===== src/sv/psst_fifo.sv =====
// small synchronous queue with full and empty flags
// no dependencies; used between front and back and on the result side
module psst_fifo #(
	parameter int WIDTH = 8,
	parameter int DEPTH = 2
) (
	input  logic             clk,
	input  logic             arst_n,
	input  logic             push,
	input  logic [WIDTH-1:0] din,
	output logic             full,
	input  logic             pop,
	output logic [WIDTH-1:0] dout,
	output logic             empty
);
	localparam int PW = (DEPTH > 1) ? $clog2(DEPTH) : 1;
	localparam int CW = $clog2(DEPTH + 1);

	logic [WIDTH-1:0] mem_q [DEPTH];
	logic [PW-1:0]    wr_ptr_q;
	logic [PW-1:0]    rd_ptr_q;
	logic [CW-1:0]    count_q;
	logic             do_push;
	logic             do_pop;

	assign full    = (count_q == CW'(DEPTH));
	assign empty   = (count_q == '0);
	assign do_push = push & ~full;
	assign do_pop  = pop & ~empty;
	assign dout    = mem_q[rd_ptr_q];

	always_ff @(posedge clk) begin
		if (do_push) begin
			mem_q[wr_ptr_q] <= din;
		end
	end

	always_ff @(posedge clk or negedge arst_n) begin
		if (!arst_n) begin
			wr_ptr_q <= '0;
			rd_ptr_q <= '0;
			count_q  <= '0;
		end else begin
			if (do_push) begin
				wr_ptr_q <= (wr_ptr_q == PW'(DEPTH - 1)) ? '0 : wr_ptr_q + 1'b1;
			end
			if (do_pop) begin
				rd_ptr_q <= (rd_ptr_q == PW'(DEPTH - 1)) ? '0 : rd_ptr_q + 1'b1;
			end
			case ({do_push, do_pop})
				2'b10:   count_q <= count_q + 1'b1;
				2'b01:   count_q <= count_q - 1'b1;
				default: count_q <= count_q;
			endcase
		end
	end

endmodule


===== config.mk =====
export PLATFORM = sky130hd
export DESIGN_NAME = psst_fifo
export DESIGN_NICKNAME = d
export VERILOG_FILES = /design/src/sv/psst_fifo.sv
export SDC_FILE = /design/constraint.sdc
export NUM_CORES = 1
export LEC_CHECK = 0
export BUFFER_PORTS_ARGS = -buffer_cell sky130_fd_sc_hd__buf_2
export CELL_PAD_IN_SITES_DETAIL_PLACEMENT = 1
export CELL_PAD_IN_SITES_GLOBAL_PLACEMENT = 1
export CORE_MARGIN = 2
export CORE_UTILIZATION = 30
export CTS_BUF_LIST = sky130_fd_sc_hd__clkbuf_4 sky130_fd_sc_hd__clkbuf_8
export DETAILED_ROUTE_END_ITERATION = 7
export HOLD_SLACK_MARGIN = 0.15
export PLACE_DENSITY_LB_ADDON = 0.1
export RECOVER_POWER = 50
export SYNTH_ARGS = -nofsm -noshare
export SYNTH_HDL_FRONTEND = slang
export SYNTH_SLANG_ARGS = --single-unit

===== constraint.sdc =====
create_clock -name clk -period 2.35 [get_ports clk]
set_input_delay 0.47 -clock clk [delete_from_list [all_inputs] [get_ports clk]]
set_output_delay 0.47 -clock clk [all_outputs]
set_load 0.02 [all_outputs]

After elaboration in Yosys (flattened, before gate mapping)
Memories as Yosys holds them, arrays and structs flattened.
Cells that the tools add are included.
{"block": "op_classes", "n_addsub": 4, "eq_ne": 3, "muxes": 5, "bitwise": 4, "n_reduce_logical": 2}
{"cell": "== test 2 bit, second input constant", "n": 2}
{"cell": "two-way mux 1 bit", "n": 4}
{"cell": "one-hot mux 2 bit (2 select lines)", "n": 1}
{"cell": "adder 1 bit, second input constant", "n": 2}
{"cell": "adder 2 x 1 -> 2 bit, second input constant", "n": 1}
{"cell": "bitwise AND 1 bit", "n": 2}
{"cell": "== test 2 x 1 -> 1 bit, second input constant", "n": 1}
{"cell": "logical NOT 2 bit", "n": 1}
{"cell": "inverter 1 bit", "n": 2}
{"cell": "nonzero test 2 bit", "n": 1}
{"cell": "subtractor 2 x 1 -> 2 bit, second input constant", "n": 1}
{"block": "totals", "regBits": 4, "ramBits": 16, "inputBits": 12, "out_inout_bits": 10, "memories": 1}
{"name": "mem_q", "words": 2, "width": 8, "read_ports": 1, "rd_clocked_by_memory_dff": 0, "write_ports": 1, "line_no": "19", "source": "logic [WIDTH-1:0] mem_q [DEPTH];"}

Logic depth before layout (Yosys ltp)
{"block": "logic_depth", "depth_word": 5, "depth_mapped": 6}

Worst setup path after synthesis
Ideal clock, no wire load.
{"block": "synth_timing", "kind": "register -> register", "startpoint": "register count_q[0]", "endpoint": "register count_q[1]", "setup_time_ps": 79, "arrival_ps": 1416, "required_ps": 2271, "slack_ps": 855, "path_stages_with_launch": 6, "n_path_buf": 0, "cell_sequence": "dfrtp_1 nor2_1 nor2b_2 ha_1 nor2_1 xor2_1"}
{"block": "synth_between", "elab_chain_len": 5, "word_cells_on_any_way": 12, "cone_classes": "add/sub: 2; eq/ne: 3; mux: 1; bitwise: 4; reduce/logical: 2"}
{"item": "from (decl)", "line_no": "22", "source": "logic [CW-1:0] count_q;"}
{"item": "from (signal assigned)", "line_no": "51", "source": "2'b10: count_q <= count_q + 1'b1;"}
{"item": "from (signal assigned)", "line_no": "52", "source": "2'b01: count_q <= count_q - 1'b1;"}
{"item": "from (signal assigned)", "line_no": "53", "source": "default: count_q <= count_q;"}
{"item": "logical NOT 2 bit (*)", "line_no": "27", "source": "assign empty = (count_q == '0);"}
{"item": "net empty", "line_no": "14", "source": "output logic empty"}
{"item": "inverter 1 bit (*)", "line_no": "29", "source": "assign do_pop = pop & ~empty;"}
{"item": "bitwise AND 1 bit (*)", "line_no": "29"}
{"item": "net do_pop", "line_no": "24", "source": "logic do_pop;"}
{"item": "== test 2 x 1 -> 1 bit or == test 2 bit (tied branches)", "line_no": "50", "source": "case ({do_push, do_pop})"}
{"item": "one-hot mux 2 bit (2 select lines) or nonzero test 2 bit (tied branches)"}
Mark *: on every way through the listed nets, which the timed path passes. The rest lies on a longest branch.
A chain may end at the register's enable or synchronous reset.

Final worst setup path
{"block": "layout_timing", "startpoint": "register rd_ptr_q", "endpoint": "output port dout[3]"}
{"block": "layout_between", "elab_chain_len": 1}
{"item": "from (decl)", "line_no": "21", "source": "logic [PW-1:0] rd_ptr_q;"}
{"item": "from (signal assigned)", "line_no": "48", "source": "rd_ptr_q <= (rd_ptr_q == PW'(DEPTH - 1)) ? '0 : rd_ptr_q + 1'b1;"}
{"item": "memory (2 x 8 bit)"}
{"item": "to (decl)", "line_no": "13", "source": "output logic [WIDTH-1:0] dout,"}
No other way between the ends.

==> flow_summary_export.csv <==
group,metric,value,unit
worst_setup_path,r2r_cells,4,
pwr,clockPowerShare,13.2,%
synth,synth_top_area_share,62.2,%
cells_and_area,antenna_cells,0,
pwr,p_seq_share,49.4,%
worst_setup_path,reg2reg_slack,880,ps
synth,synth_area_leaders,"edfxtp_1 (62%), dfrtp_1 (13%), mux2_2 (12%)",
worst_setup_path,worstSetupStartpointType,"register",
synth,yosys.cell_types.count,13,
sta,worst_pin_slew,383,ps
routing,drt_first_iter_violations,2,
routing,wl,1090,um
synth,syn-cell-area,772,um2
pwr,switchingPower,390,uW
sta,maxSlewViolCount,0,
cells_and_area,finalNetCount,83,
grt,grt_pass1_wl,1800,um
grt,grt_max_degree,12,
floorplan,ios,22,
clock_network,clk_pin_slew,100,ps
worst_hold_path,min_to,"mem_q[0][5]",
floorplan,die_w,54.7,um
sta,finalCriticalPeriod,1870,ps
floorplan,std_cell_rows,18,
routing,vias,424,
grt,gr-total-overflow,0,
clock_network,clock-root-buffer,"clkbuf_4",
worst_setup_path,worstPathRequired,1880,ps
clock_network,insertion_delay,280,ps
routing,firstDrtPassIters,2,
worst_hold_path,hold_depth,1,
clock_network,cts_tree,"yes",
grt,track_usage,8.55,%
clock_network,cts.sinks,20,
routing,avgRoutedWirePerCell,11.0,um
clock_network,cts_buffers,3,
routing,viasPerCell,4.28,
sta,fmax,0.533,GHz
sta,finalHoldViolCount,0,
floorplan,start_util,31.4,%
cells_and_area,area_delta_synth_final,22.4,%
routing,drc,0,
synth,ys_seq_area_share,75.2,%
synth,avgSynthCellArea,18.0,um2
worst_setup_path,reg2reg_from,"count_q[0]",
synth,syn-num-nets,56,
pwr,p_comb_share,37.4,%
place,dp_hpwl,858,um
cells_and_area,post-route-util,38.5,%
flow_run,drv_cap,0,
clock_network,clk_path_buf_depth,2,
floorplan,die_h,54.7,um
floorplan,dieArea,2990,um2
place,place_inst,94,
grt,grt_pass1_vias,399,
place,routabilityCongestion,0.674,
pwr,p_sw_share,34.2,%
sta,clock_skew,1.26,ps
sta,tns,0,ps
cells_and_area,final_cells,99,
cells_and_area,drive_gt1_share,40.6,%
sta,setup_viol,0,
worst_hold_path,min_from,"din[5]",
sta,max-slew-margin-rel,74.5,%
worst_setup_path,r2r_end,"mem_q[0][2]",
worst_setup_path,cp.arrival,1400,ps
pwr,p_int,751,uW
pwr,p_leak,0.373,nW
pwr,cellPowerDensity,1210,nW/um2
outcome,status,"finished, final reports clean",
worst_hold_path,hold_path_class,"in -> reg",
place,place_area,917,um2
floorplan,core,2450,um2
routing,drtAntennaViolNets,0,
worst_setup_path,end_kind,"primary output",
clock_network,h-tree-depth,1,
pwr,peakVddDrop,0.000596,V
sta,rsz0062_at_grt,"no",
synth,yosysTopAreaCell,"edfxtp_1",
cells_and_area,final_cell_area,945,um2
synth,synth_seq_cells,20,
sta,fin_crit_sh,79.8,%
place,io_buffers,21,
synth,syn-instance-count,43,
sta,whs,371,ps
grt,grt_antenna_before_repair,0,
synth,yosysWarnings,0,
worst_setup_path,path_class,"reg -> out",
worst_setup_path,worstPathMaxFanout,9,
clock_network,cts.repair.resized,0,
metrics by stage:
step	worst slack, ps	power (mW)
final	475	1.14
after global routing	376	1.23
after detailed placement	767	1.02
after CTS	439	1.17
after global placement	770	1.01
after floorplan	855	0.880
worst max-delay path by stage:
| stage | depth (start not counted) | slack (ps) | end | startpoint |
|---|---|---|---|---|
| after floorplan | 5 | 850 | count_q[1] | count_q[0] |
| after global placement | 2 | 770 | dout[7] | rd_ptr_q |
| after CTS | 2 | 440 | dout[7] | rd_ptr_q |
| after detailed placement | 2 | 770 | dout[7] | rd_ptr_q |
| after global routing | 2 | 380 | dout[3] | rd_ptr_q |
| final | 2 | 480 | dout[3] | rd_ptr_q |
power by group through the flow:
stage	Combinational [mW]	Clock [mW]	Sequential, mW
after floorplan	0.347	0	0.534
after global placement	0.438	0	0.575
after detailed placement	0.441	0	0.574
after CTS	0.441	0.160	0.568
after global routing	0.470	0.181	0.580
final	0.427	0.151	0.563
sequential cells by signal, summed over array words and instances, names as in the netlist:
register and count:
count_q 2, mem_q 16, rd_ptr_q 1, wr_ptr_q 1
cell families after synthesis:
group | synth area share, %
and+or+nand+nor | 4.70
buffers and inverters | 1.13
xor gates and xnor gates | 5.67
DFF | 75.2
muxes | 11.7
adders and majority gates | 1.62
final cells by class:
type	count	area (um2)
repair buffers	23	116
fillers	271	1510
clock inverters	1	3.75
flip-flops and latches	20	581
multi-input cells	21	180
clock buffers	3	22.5
well taps	30	37.5
inverters	1	3.75
routing by layer:
| metal | track usage [%] | routed length (um) |
|---|---|---|
| met1 | 11.2 | 473 |
| met2 | 13.7 | 552 |
| met3 | 2.46 | 64 |
| met4 | 2.50 | 0 |
| met5 | 0 | 0 |
cell usage after synthesis:
cell type and number:
dfrtp_1 4, nand2_1 1, xnor2_1 3, nand2b_1 1, ha_1 1, xor2_1 2, nor2b_2 1, nor2_1 3
buf_2 1, edfxtp_1 16, inv_1 1, and3_1 1, mux2_2 8
placed cells by master, fill, tap and decap left out:
master,n
xor2_1,2
buf_4,1
ha_1,1
mux2_2,8
clkbuf_4,3
xnor2_1,3
nor2_1,3
buf_2,16
nand2_1,1
and3_1,1
nand2b_1,1
dfrtp_1,4
inv_1,1
dlygate4sd3_1,1
clkinv_1,1
nor2b_1,1
edfxtp_1,16
clkbuf_1,5
timing repair:
action                                  in CTS  in global routing
endpoints found under the hold margin        4                  0
hold buffers                                 1                  0
endpoints found under the setup margin       0                  0
setup buffers                                0                  0
critical path, stage by stage (launching register included):
cell,delay (ps)
dfrtp_1,580
mux2_2,390
buf_2,160
No activity file was read; power rests on OpenSTA's default activity.
