`config.mk`:
```
export PLATFORM = sky130hd
export DESIGN_NAME = psst_front
export DESIGN_NICKNAME = d
export VERILOG_FILES = /design/src/sv/psst_pkg.sv /design/src/sv/psst_front.sv
export SDC_FILE = /design/constraint.sdc
export NUM_CORES = 1
export LEC_CHECK = 0
export BUFFER_PORTS_ARGS = -buffer_cell sky130_fd_sc_hd__buf_4
export CORE_UTILIZATION = 42
export DETAILED_ROUTE_END_ITERATION = 6
export PLACE_DENSITY_LB_ADDON = 0.2
export SETUP_SLACK_MARGIN = 0.05
export SLEW_MARGIN = 5
export SYNTH_ARGS = -nofsm -noshare
export SYNTH_HDL_FRONTEND = slang
export SYNTH_SLANG_ARGS = --single-unit
```
`constraint.sdc`:
```
create_clock -name vclk -period 2.7
set_input_delay 0.27 -clock vclk [all_inputs]
set_output_delay 0.27 -clock vclk [all_outputs]
set_load 0.1 [all_outputs]
```
`src/sv/psst_pkg.sv`:
```
// shared types and constants of the per-state step size tuner
// no dependencies; imported by the top level, psst_front, psst_back and psst_div
package psst_pkg;

	localparam int TRIAL_W     = 3;
	localparam int STATE_W     = 8;
	localparam int ITER_W      = 31;
	localparam int STEP_W      = 32;
	localparam int CNT_W       = 16;
	localparam int FRAC_W      = 16;
	localparam int GAIN_FRAC_W = 12;
	// acceptance quotient reaches 1.0, so one bit above the fraction
	localparam int QUOT_W      = FRAC_W + 1;
	localparam int FACTOR_W    = 23;
	localparam int CFG_INDEX_W = 3;
	localparam int CFG_DATA_W  = 32;

	localparam logic [CFG_INDEX_W-1:0] REG_TUNE_PERIOD       = 3'd0;
	localparam logic [CFG_INDEX_W-1:0] REG_STOP_ITERATION    = 3'd1;
	localparam logic [CFG_INDEX_W-1:0] REG_GAIN              = 3'd2;
	localparam logic [CFG_INDEX_W-1:0] REG_TARGET_ACCEPTANCE = 3'd3;
	localparam logic [CFG_INDEX_W-1:0] REG_LOWER_BOUND       = 3'd4;
	localparam logic [CFG_INDEX_W-1:0] REG_UPPER_BOUND       = 3'd5;
	localparam logic [CFG_INDEX_W-1:0] REG_BOUND_ENABLE      = 3'd6;
	localparam logic [CFG_INDEX_W-1:0] REG_INITIAL_STEP      = 3'd7;

	// classification of an accepted item
	localparam logic [1:0] OP_NULL = 2'd0;
	localparam logic [1:0] OP_READ = 2'd1;
	localparam logic [1:0] OP_TUNE = 2'd2;

	typedef struct packed {
		logic [TRIAL_W-1:0] trial_index;
		logic [STATE_W-1:0] state_index;
		logic               move_accepted;
		logic               tuning_enabled;
		logic [ITER_W-1:0]  iteration;
	} in_item_t;

	typedef struct packed {
		logic signed [STEP_W-1:0] step_value;
		logic                     adjusted;
		logic                     saturated;
	} out_item_t;

	typedef struct packed {
		logic [1:0]         kind;
		logic [TRIAL_W-1:0] trial_index;
		logic [STATE_W-1:0] state_index;
		logic               move_accepted;
	} op_t;

	typedef struct packed {
		logic [CNT_W-1:0]         tune_period;
		logic [CNT_W-1:0]         gain;
		logic [FRAC_W-1:0]        target_acceptance;
		logic signed [STEP_W-1:0] lower_bound;
		logic signed [STEP_W-1:0] upper_bound;
		logic                     bound_enable;
		logic signed [STEP_W-1:0] initial_step;
	} tune_cfg_t;

endpackage

```
`src/sv/psst_front.sv`:
```
// front end: takes input items, checks the table index and the tuning window
// depends on psst_pkg; feeds classified operations into the queue to the back end
module psst_front #(
	parameter int NUM_TRIAL_TYPES   = 8,
	parameter int NUM_SAMPLE_STATES = 256
) (
	input  logic                               push,
	input  psst_pkg::in_item_t                 item,
	output logic                               full,
	input  logic signed [psst_pkg::STEP_W-1:0] stop_iteration,
	input  logic                               hold,
	output logic                               op_push,
	output psst_pkg::op_t                      op,
	input  logic                               op_full
);
	import psst_pkg::*;

	logic in_range;
	logic window_open;

	always_comb begin
		in_range = (32'(item.trial_index) < NUM_TRIAL_TYPES) &&
			(32'(item.state_index) < NUM_SAMPLE_STATES);
		// all ones in stop_iteration means tuning never stops
		window_open = (stop_iteration == -32'sd1) ||
			(stop_iteration > $signed({1'b0, item.iteration}));
		op.trial_index   = item.trial_index;
		op.state_index   = item.state_index;
		op.move_accepted = item.move_accepted;
		if (!in_range) begin
			op.kind = OP_NULL;
		end else if (item.tuning_enabled && window_open) begin
			op.kind = OP_TUNE;
		end else begin
			op.kind = OP_READ;
		end
	end

	assign full    = op_full | hold;
	assign op_push = push & ~full;

endmodule

```
Yosys cells after proc, flatten, opt, wreduce, memory -nomap -nowiden --
Index checks and enable logic that the tools add are counted.
Cells by class: reduce and logical (&&, ||, !) cells 2, order comparisons 1, equality and inequality tests 1, bitwise logic cells 3, mux-type cells 1
Operator list (count):
- $eq A32 B1 Y1 const B | 1
- $gt A32 B32 Y1 | 1
- $mux W2 | 1
- $and A1 B1 Y1 | 1
- $logic_and A1 B1 Y1 | 1
- $logic_or A1 B1 Y1 | 1
- $not A1 Y1 | 1
- $or A1 B1 Y1 | 1
Word-level totals: register bits 0, input bits 79, logic and storage cells 8, output and inout port bits 16

Longest topological paths before layout --
Gate-level depths: netlist of the first run.
depth after elaboration 4, gate-level depth with buffers 7, depth with buffers taken out 7

Least setup slack after synthesis of the first run --
No wires, ideal clock.
path kind input to output, from input port item[17] (netlist name), to output port op[12] (netlist name), cell stages on the path 7, setup slack -1.103 ns, required time 2.430 ns, buffers on the path 0, arrival time 3.533 ns, cell sequence inv_1 ha_1 a21o_1 a221o_1 a22oi_1 o211ai_1 o31ai_1
RTL lines:
- from (decl) | RTL line psst_front.sv:8 | input psst_pkg::in_item_t item,
- to (decl) | RTL line psst_front.sv:13 | output psst_pkg::op_t op,

==> results of run 1 <==
[power by group]
part,switching (mW),leakage (nW),internal (mW)
Sequential,0,0,0
Clock,0,0,0
Combinational,0.109,0.900,0.117
[logic make-up (layout without fill, tap and decap cells)]
family,after synthesis,after routing
buffers and inverters,45,104
AOI/OAI and AO/OA,26,26
and+or+nand+nor,39,39
adders and majority gates,31,31
[layout make-up]
| cell class | count | area [um^2] |
|---|---|---|
| Multi-Input combinational cell | 96 | 818.3 |
| Fill cell | 206 | 744.5 |
| Timing Repair Buffer | 71 | 533.0 |
| Inverter | 33 | 123.9 |
| Tap cell | 28 | 35.03 |
[routing by layer]
layer | vias to the layer above | routed length (um) | GRT usage [%]
met3 | 8 | 168 | 1.190
met5 | - | 0 | 0
met2 | 46 | 1441 | 43.20
met1 | 525 | 1098 | 23.68
li1 | 606 | - | -
met4 | 0 | 25 | 2.252
[per-stage QoR]
stage | instances | worst slack [ns] | hold slack (ns)
CTS | 228 | 0.2744 | 0.5407
detailed placement | 228 | 0.2807 | 0.5407
floorplan | 141 | 0.06257 | 0.7515
global placement | 228 | 0.3152 | 0.5407
finish | 228 | 0.2863 | 0.5400
global route | 228 | 0.1447 | 0.5402
[placed cells by master, fill, tap and decap left out, types with 3 or more instances in the layout]
master and n:
ha_1 31, nand4_1 11, o21ai_0 3, a21oi_1 10
a21o_1 3, nor4_1 3, inv_1 33, buf_4 71
nor2_1 4, nand2_1 10
[worst min-delay path by stage]
stage / cells past startpoint / to / slack, ns
final: 0 / op[10] / 0.54
after global routing: 0 / op[7] / 0.54
after CTS: 0 / op[1] / 0.54
after detailed placement: 0 / op[1] / 0.54
after global placement: 0 / op[1] / 0.54
after floorplan: 1 / op[0] / 0.75
==> summary.md, run 1 <==
| Metric | Value |
|---|---|
| CLK BUF | `0` |
| Setup_tns | `0 ns` |
| Status | `finished clean` |
| Antenna violations before repair | `0` |
| Mean Syn Cell Area | `7.223 um^2` |
| Synth top cells by count | `inv_1, ha_1, buf_4` |
| Most used cell, CP | `buf_4` |
| Cell taking the most area after synthesis | `ha_1` |
| Antenna cell count | `0` |
| Area occupied by registers | `0 um^2` |
| Xor/xnor share of the synthesized area | `0%` |
| Setup bufs post-CTS | `0` |
| Leakage | `0.8995 nW` |
| Die H | `a little over 50 um` |
| Area delta synth->final | `48.28%` |
| Most common cell in the synthesized netlist | `inv_1` |
| Crit path depth | `9` |
| HPWL Detailed | `around 2600 um` |
| Vias in the first global route | `1092` |
| Pwr/cell area | `149.9 nW/um^2` |
| Nets | `about 310` |
| Initial core utilization | `45.17%` |
| WL per Instance | `11.99 um` |
| Part of the cycle the worst path needs | `roughly nine tenths` |
| Synth Cell Area | `between 1000 and 1500 um^2` |
| I/O pin count | `95` |
| Area after DPL | `around 1500 um^2` |
| Via density | `5.197` |
| Final setup viols | `0` |
| Pin count of the biggest net entering global routing | `5` |
| Seq cells | `0` |
| CP max stage cell | `a21boi_0` |
| Slew HR | `71.92%` |
| Yosys top cell area share | `38.08%` |
| Max Freq | `0.4143 GHz` |
| Aggregate global-route resource usage | `around a fifth` |
| Share of cells above drive strength 1 | `39.00%` |
| Buffer and inverter count on the worst path | `3` |
| Core Util, Final | `around 67%` |
| Final WL | `2734 um` |
| Worst-path fanout max | `2` |
| Post-synthesis mux area share | `0%` |
| Compound-Gate Fraction of Synth Area | `between 10% and 20%` |
| Number of library cell types mapped by synthesis | `29` |
| YS warnings | `0` |
| Max-cap violation count | `0` |
| Post-synthesis sequential area ratio | `0%` |
| GRT overflow | `0` |
| Detail Route Antenna Nets | `0` |
| Resized cells post-CTS | `0` |
| Final slew viol count | `0` |
| Overall power | `0.2264 mW` |
| # rows | `17` |
| DIE WIDTH | `between 50 and 60 um` |
| CP Capture Type | `output port` |
| Worst Setup EP | `op[13]` |
| Syn Nets | `251` |
| Post-Synth Simple-Gate Area | `24.08%` |
| Critical Path Start | `item[19]` |
| Die area | `2626 um^2` |
| Synth top area cells | `ha_1, inv_1, buf_4` |
| Maximum vdd drop | `0.09843 mV` |
| Post-route DRC | `0` |
| First-pass GRT wire length | `between 4000 and 5000 um` |
| Largest family of logic cells by synthesized area | `adder cells` |
| Synth Area in Adders | `about two fifths` |
| Fin. Hold Viols | `0` |
| Req. time, crit path | `2.43 ns` |
| Worst path top cell family by delay | `compound AO/OA/AOI/OAI gates` |
| DRT iter0 DRCs | `15` |
| Fin area | `1510 um^2` |
| Synth Instances | `around 140` |
| Arrival time at the worst endpoint | `2.14 ns` |
| CP cell instances | `buf_4 -> inv_1 -> ha_1 -> and2_1 -> and3_1 -> a41o_2 -> a21boi_0 -> o31a_1 -> buf_4` |
| Fin crit period | `2.414 ns` |
| Gpl congestion | `0.8017` |
| Hold Path Class | `input port to output port` |
| Largest stage delay, worst path | `between 0.3 and 0.4 ns` |
| WS Path Type | `input port to output port` |
| Port Buffers | `between 70 and 80` |
| Hold Startpoint | `item[42]` |
| Core area | `2255 um^2` |
| Critical path startpoint category | `input port` |
| Vias | `~1200` |
| Worst Tran Pin Value | `0.4175 ns` |
| Hold buffers post-CTS | `0` |
| RSZ-0062 raised after global routing | `false` |
| DRT Pass-1 Iters | `4` |
Note: power is estimated with default switching activity, not from simulation.
==> run 2: changes to the inputs <==
--- a/config.mk
+++ b/config.mk
@@ -9,6 +9,8 @@
 export CORE_UTILIZATION = 42
 export DETAILED_ROUTE_END_ITERATION = 6
 export PLACE_DENSITY_LB_ADDON = 0.2
+export RECOVER_POWER = 25
+export REMOVE_ABC_BUFFERS = 1
 export SETUP_SLACK_MARGIN = 0.05
 export SLEW_MARGIN = 5
 export SYNTH_ARGS = -nofsm -noshare
==> run 2 against run 1 <==
Worst hold slack about the same; final area decreased by 0.91%; utilization is 0.61 points lower; critical path depth unchanged.
==> summary.md, run 2 (synthesis results as in run 1) <==
| Metric | Value |
|---|---|
| Final slew viol count | `0` |
| CP max stage cell | `buf_4` |
| Core area | `2255 um^2` |
| Vias | `1161` |
| Aggregate global-route resource usage | `19.86%` |
| Largest stage delay, worst path | `0.35 ns` |
| Most used cell, CP | `buf_4` |
| Hold buffers post-CTS | `0` |
| RSZ-0062 raised after global routing | `false` |
| Sw Ratio | `47.80%` |
| I/O pin count | `95` |
| Total net switching power | `0.1061 mW` |
| Core Util, Final | `66.37%` |
| Area occupied by registers | `0 um^2` |
| Post-route DRC | `0` |
| WS Path Type | `input port to output port` |
| Max-cap violation count | `0` |
| Status | `finished clean` |
| Arrival time at the worst endpoint | `2.06 ns` |
| Worst-path fanout max | `2` |
| Seq cells | `0` |
| Vias in the first global route | `~1100` |
| Pin count of the biggest net entering global routing | `5` |
| Critical path startpoint category | `input port` |
| Clock power share | `0%` |
| Gpl congestion | `0.7618` |
| Critical Path Start | `item[17]` |
| Commonest cells after routing, fill and taps aside | `buf_4, inv_1, ha_1` |
| Max Freq | `0.4292 GHz` |
| CLK BUF | `0` |
| Port Buffers | `71` |
| Final setup viols | `0` |
| Leakage | `about 0.90 nW` |
| Worst Tran Pin Value | `approximately 0.35 ns` |
| Resized cells post-CTS | `0` |
| Antenna cell count | `0` |
| Die H | `51.25 um` |
| Pint | `0.1159 mW` |
| DRT Pass-1 Iters | `4` |
| Die area | `approximately 2600 um^2` |
| Pwr/cell area | `148.4 nW/um^2` |
| Comb pwr share | `between 90% and 100%` |
| Final WL | `2549 um` |
| Setup_tns | `0 ns` |
| Hold Path Depth | `0` |
| Fin crit period | `approximately 2.3 ns` |
| Slew HR | `76.30%` |
| WL per Instance | `approximately 11 um` |
| FILL cells | `217` |
| Antenna violations before repair | `0` |
| CP Capture Type | `output port` |
| CP cell instances | `buf_4 -> inv_1 -> ha_1 -> a21o_1 -> a221o_1 -> a22oi_1 -> o211ai_1 -> o31ai_1 -> buf_4` |
| Req. time, crit path | `2.43 ns` |
| Via density | `5.092` |
| Area delta synth->final | `46.93%` |
| First-pass GRT wire length | `4181 um` |
| Setup bufs post-CTS | `0` |
| Hold Path Class | `input port to output port` |
| Part of the cycle the worst path needs | `86.29%` |
| Worst Setup EP | `op[12]` |
| DIE WIDTH | `51.25 um` |
| Detail Route Antenna Nets | `0` |
| Sequential Power Share | `0%` |
| Maximum vdd drop | `between 0.09 and 0.1 mV` |
| Fin. Hold Viols | `0` |
| DRT iter0 DRCs | `9` |
| GRT overflow | `0` |
| HPWL Detailed | `2398 um` |
| Share of cells above drive strength 1 | `38.50%` |
| Most common cell after layout, fill and taps aside | `buf_4` |
| Nets | `312` |
| # rows | `17` |
| Initial core utilization | `approximately 45%` |
[run 2: changes by cell type in the layout (fill, tap and decap cells not counted)]
cell	before	now
o31ai_1	0	1
o31ai_4	1	0
[run 2: metrics by stage]
stage | setup slack, ns | cells | total power [mW] | instance area [um^2] | hold WS (ns)
after floorplan | -1.103 | 129 | 0.1156 | 928.4 | 0.5400
after CTS | 0.3629 | 228 | 0.2231 | 1496 | 0.5407
final | 0.3701 | 228 | 0.2220 | 1496 | 0.5405
after global placement | 0.4103 | 228 | 0.2155 | 1496 | 0.5407
after detailed placement | 0.3791 | 228 | 0.2218 | 1496 | 0.5407
after global routing | 0.2475 | 228 | 0.2488 | 1496 | 0.5406
[run 2: per-layer routing]
layer	global-route usage, %	wire length (um)
met1	24.39	1096
met2	35.75	1203
met3	5.357	250
met4	0	0
met5	7.143	0
[run 2: layout make-up]
type | instances | area, um^2 | share of cell area (%)
inverter | 33 | 123.9 | 8.278
tap | 28 | 35.03 | 2.341
multi-input combinational | 96 | 804.5 | 53.76
timing repair buffer | 71 | 533.0 | 35.62
[run 2: power groups by stage]
| stage | logic (mW) | clock network (mW) | registers, mW |
|---|---|---|---|
| floorplan | 0.116 | 0 | 0 |
| global placement | 0.215 | 0 | 0 |
| detailed placement | 0.222 | 0 | 0 |
| CTS | 0.223 | 0 | 0 |
| global route | 0.249 | 0 | 0 |
| finish | 0.222 | 0 | 0 |
[run 2: how the worst min path moves through the flow]
stage	endpoint	slack, ns	start
finish	op[10]	0.54	item[42]
global route	op[1]	0.54	item[33]
CTS	op[1]	0.54	item[33]
detailed placement	op[1]	0.54	item[33]
global placement	op[1]	0.54	item[33]
floorplan	op[0]	0.54	item[32]
[run 2: worst max-delay path, delay by kind of cell]
kind | cells | cell delay [ns]
AO/OA/AOI/OAI | 5 | 1.05
buffers and inverters | 3 | 0.46
adder cells (fa/ha/maj) | 1 | 0.29
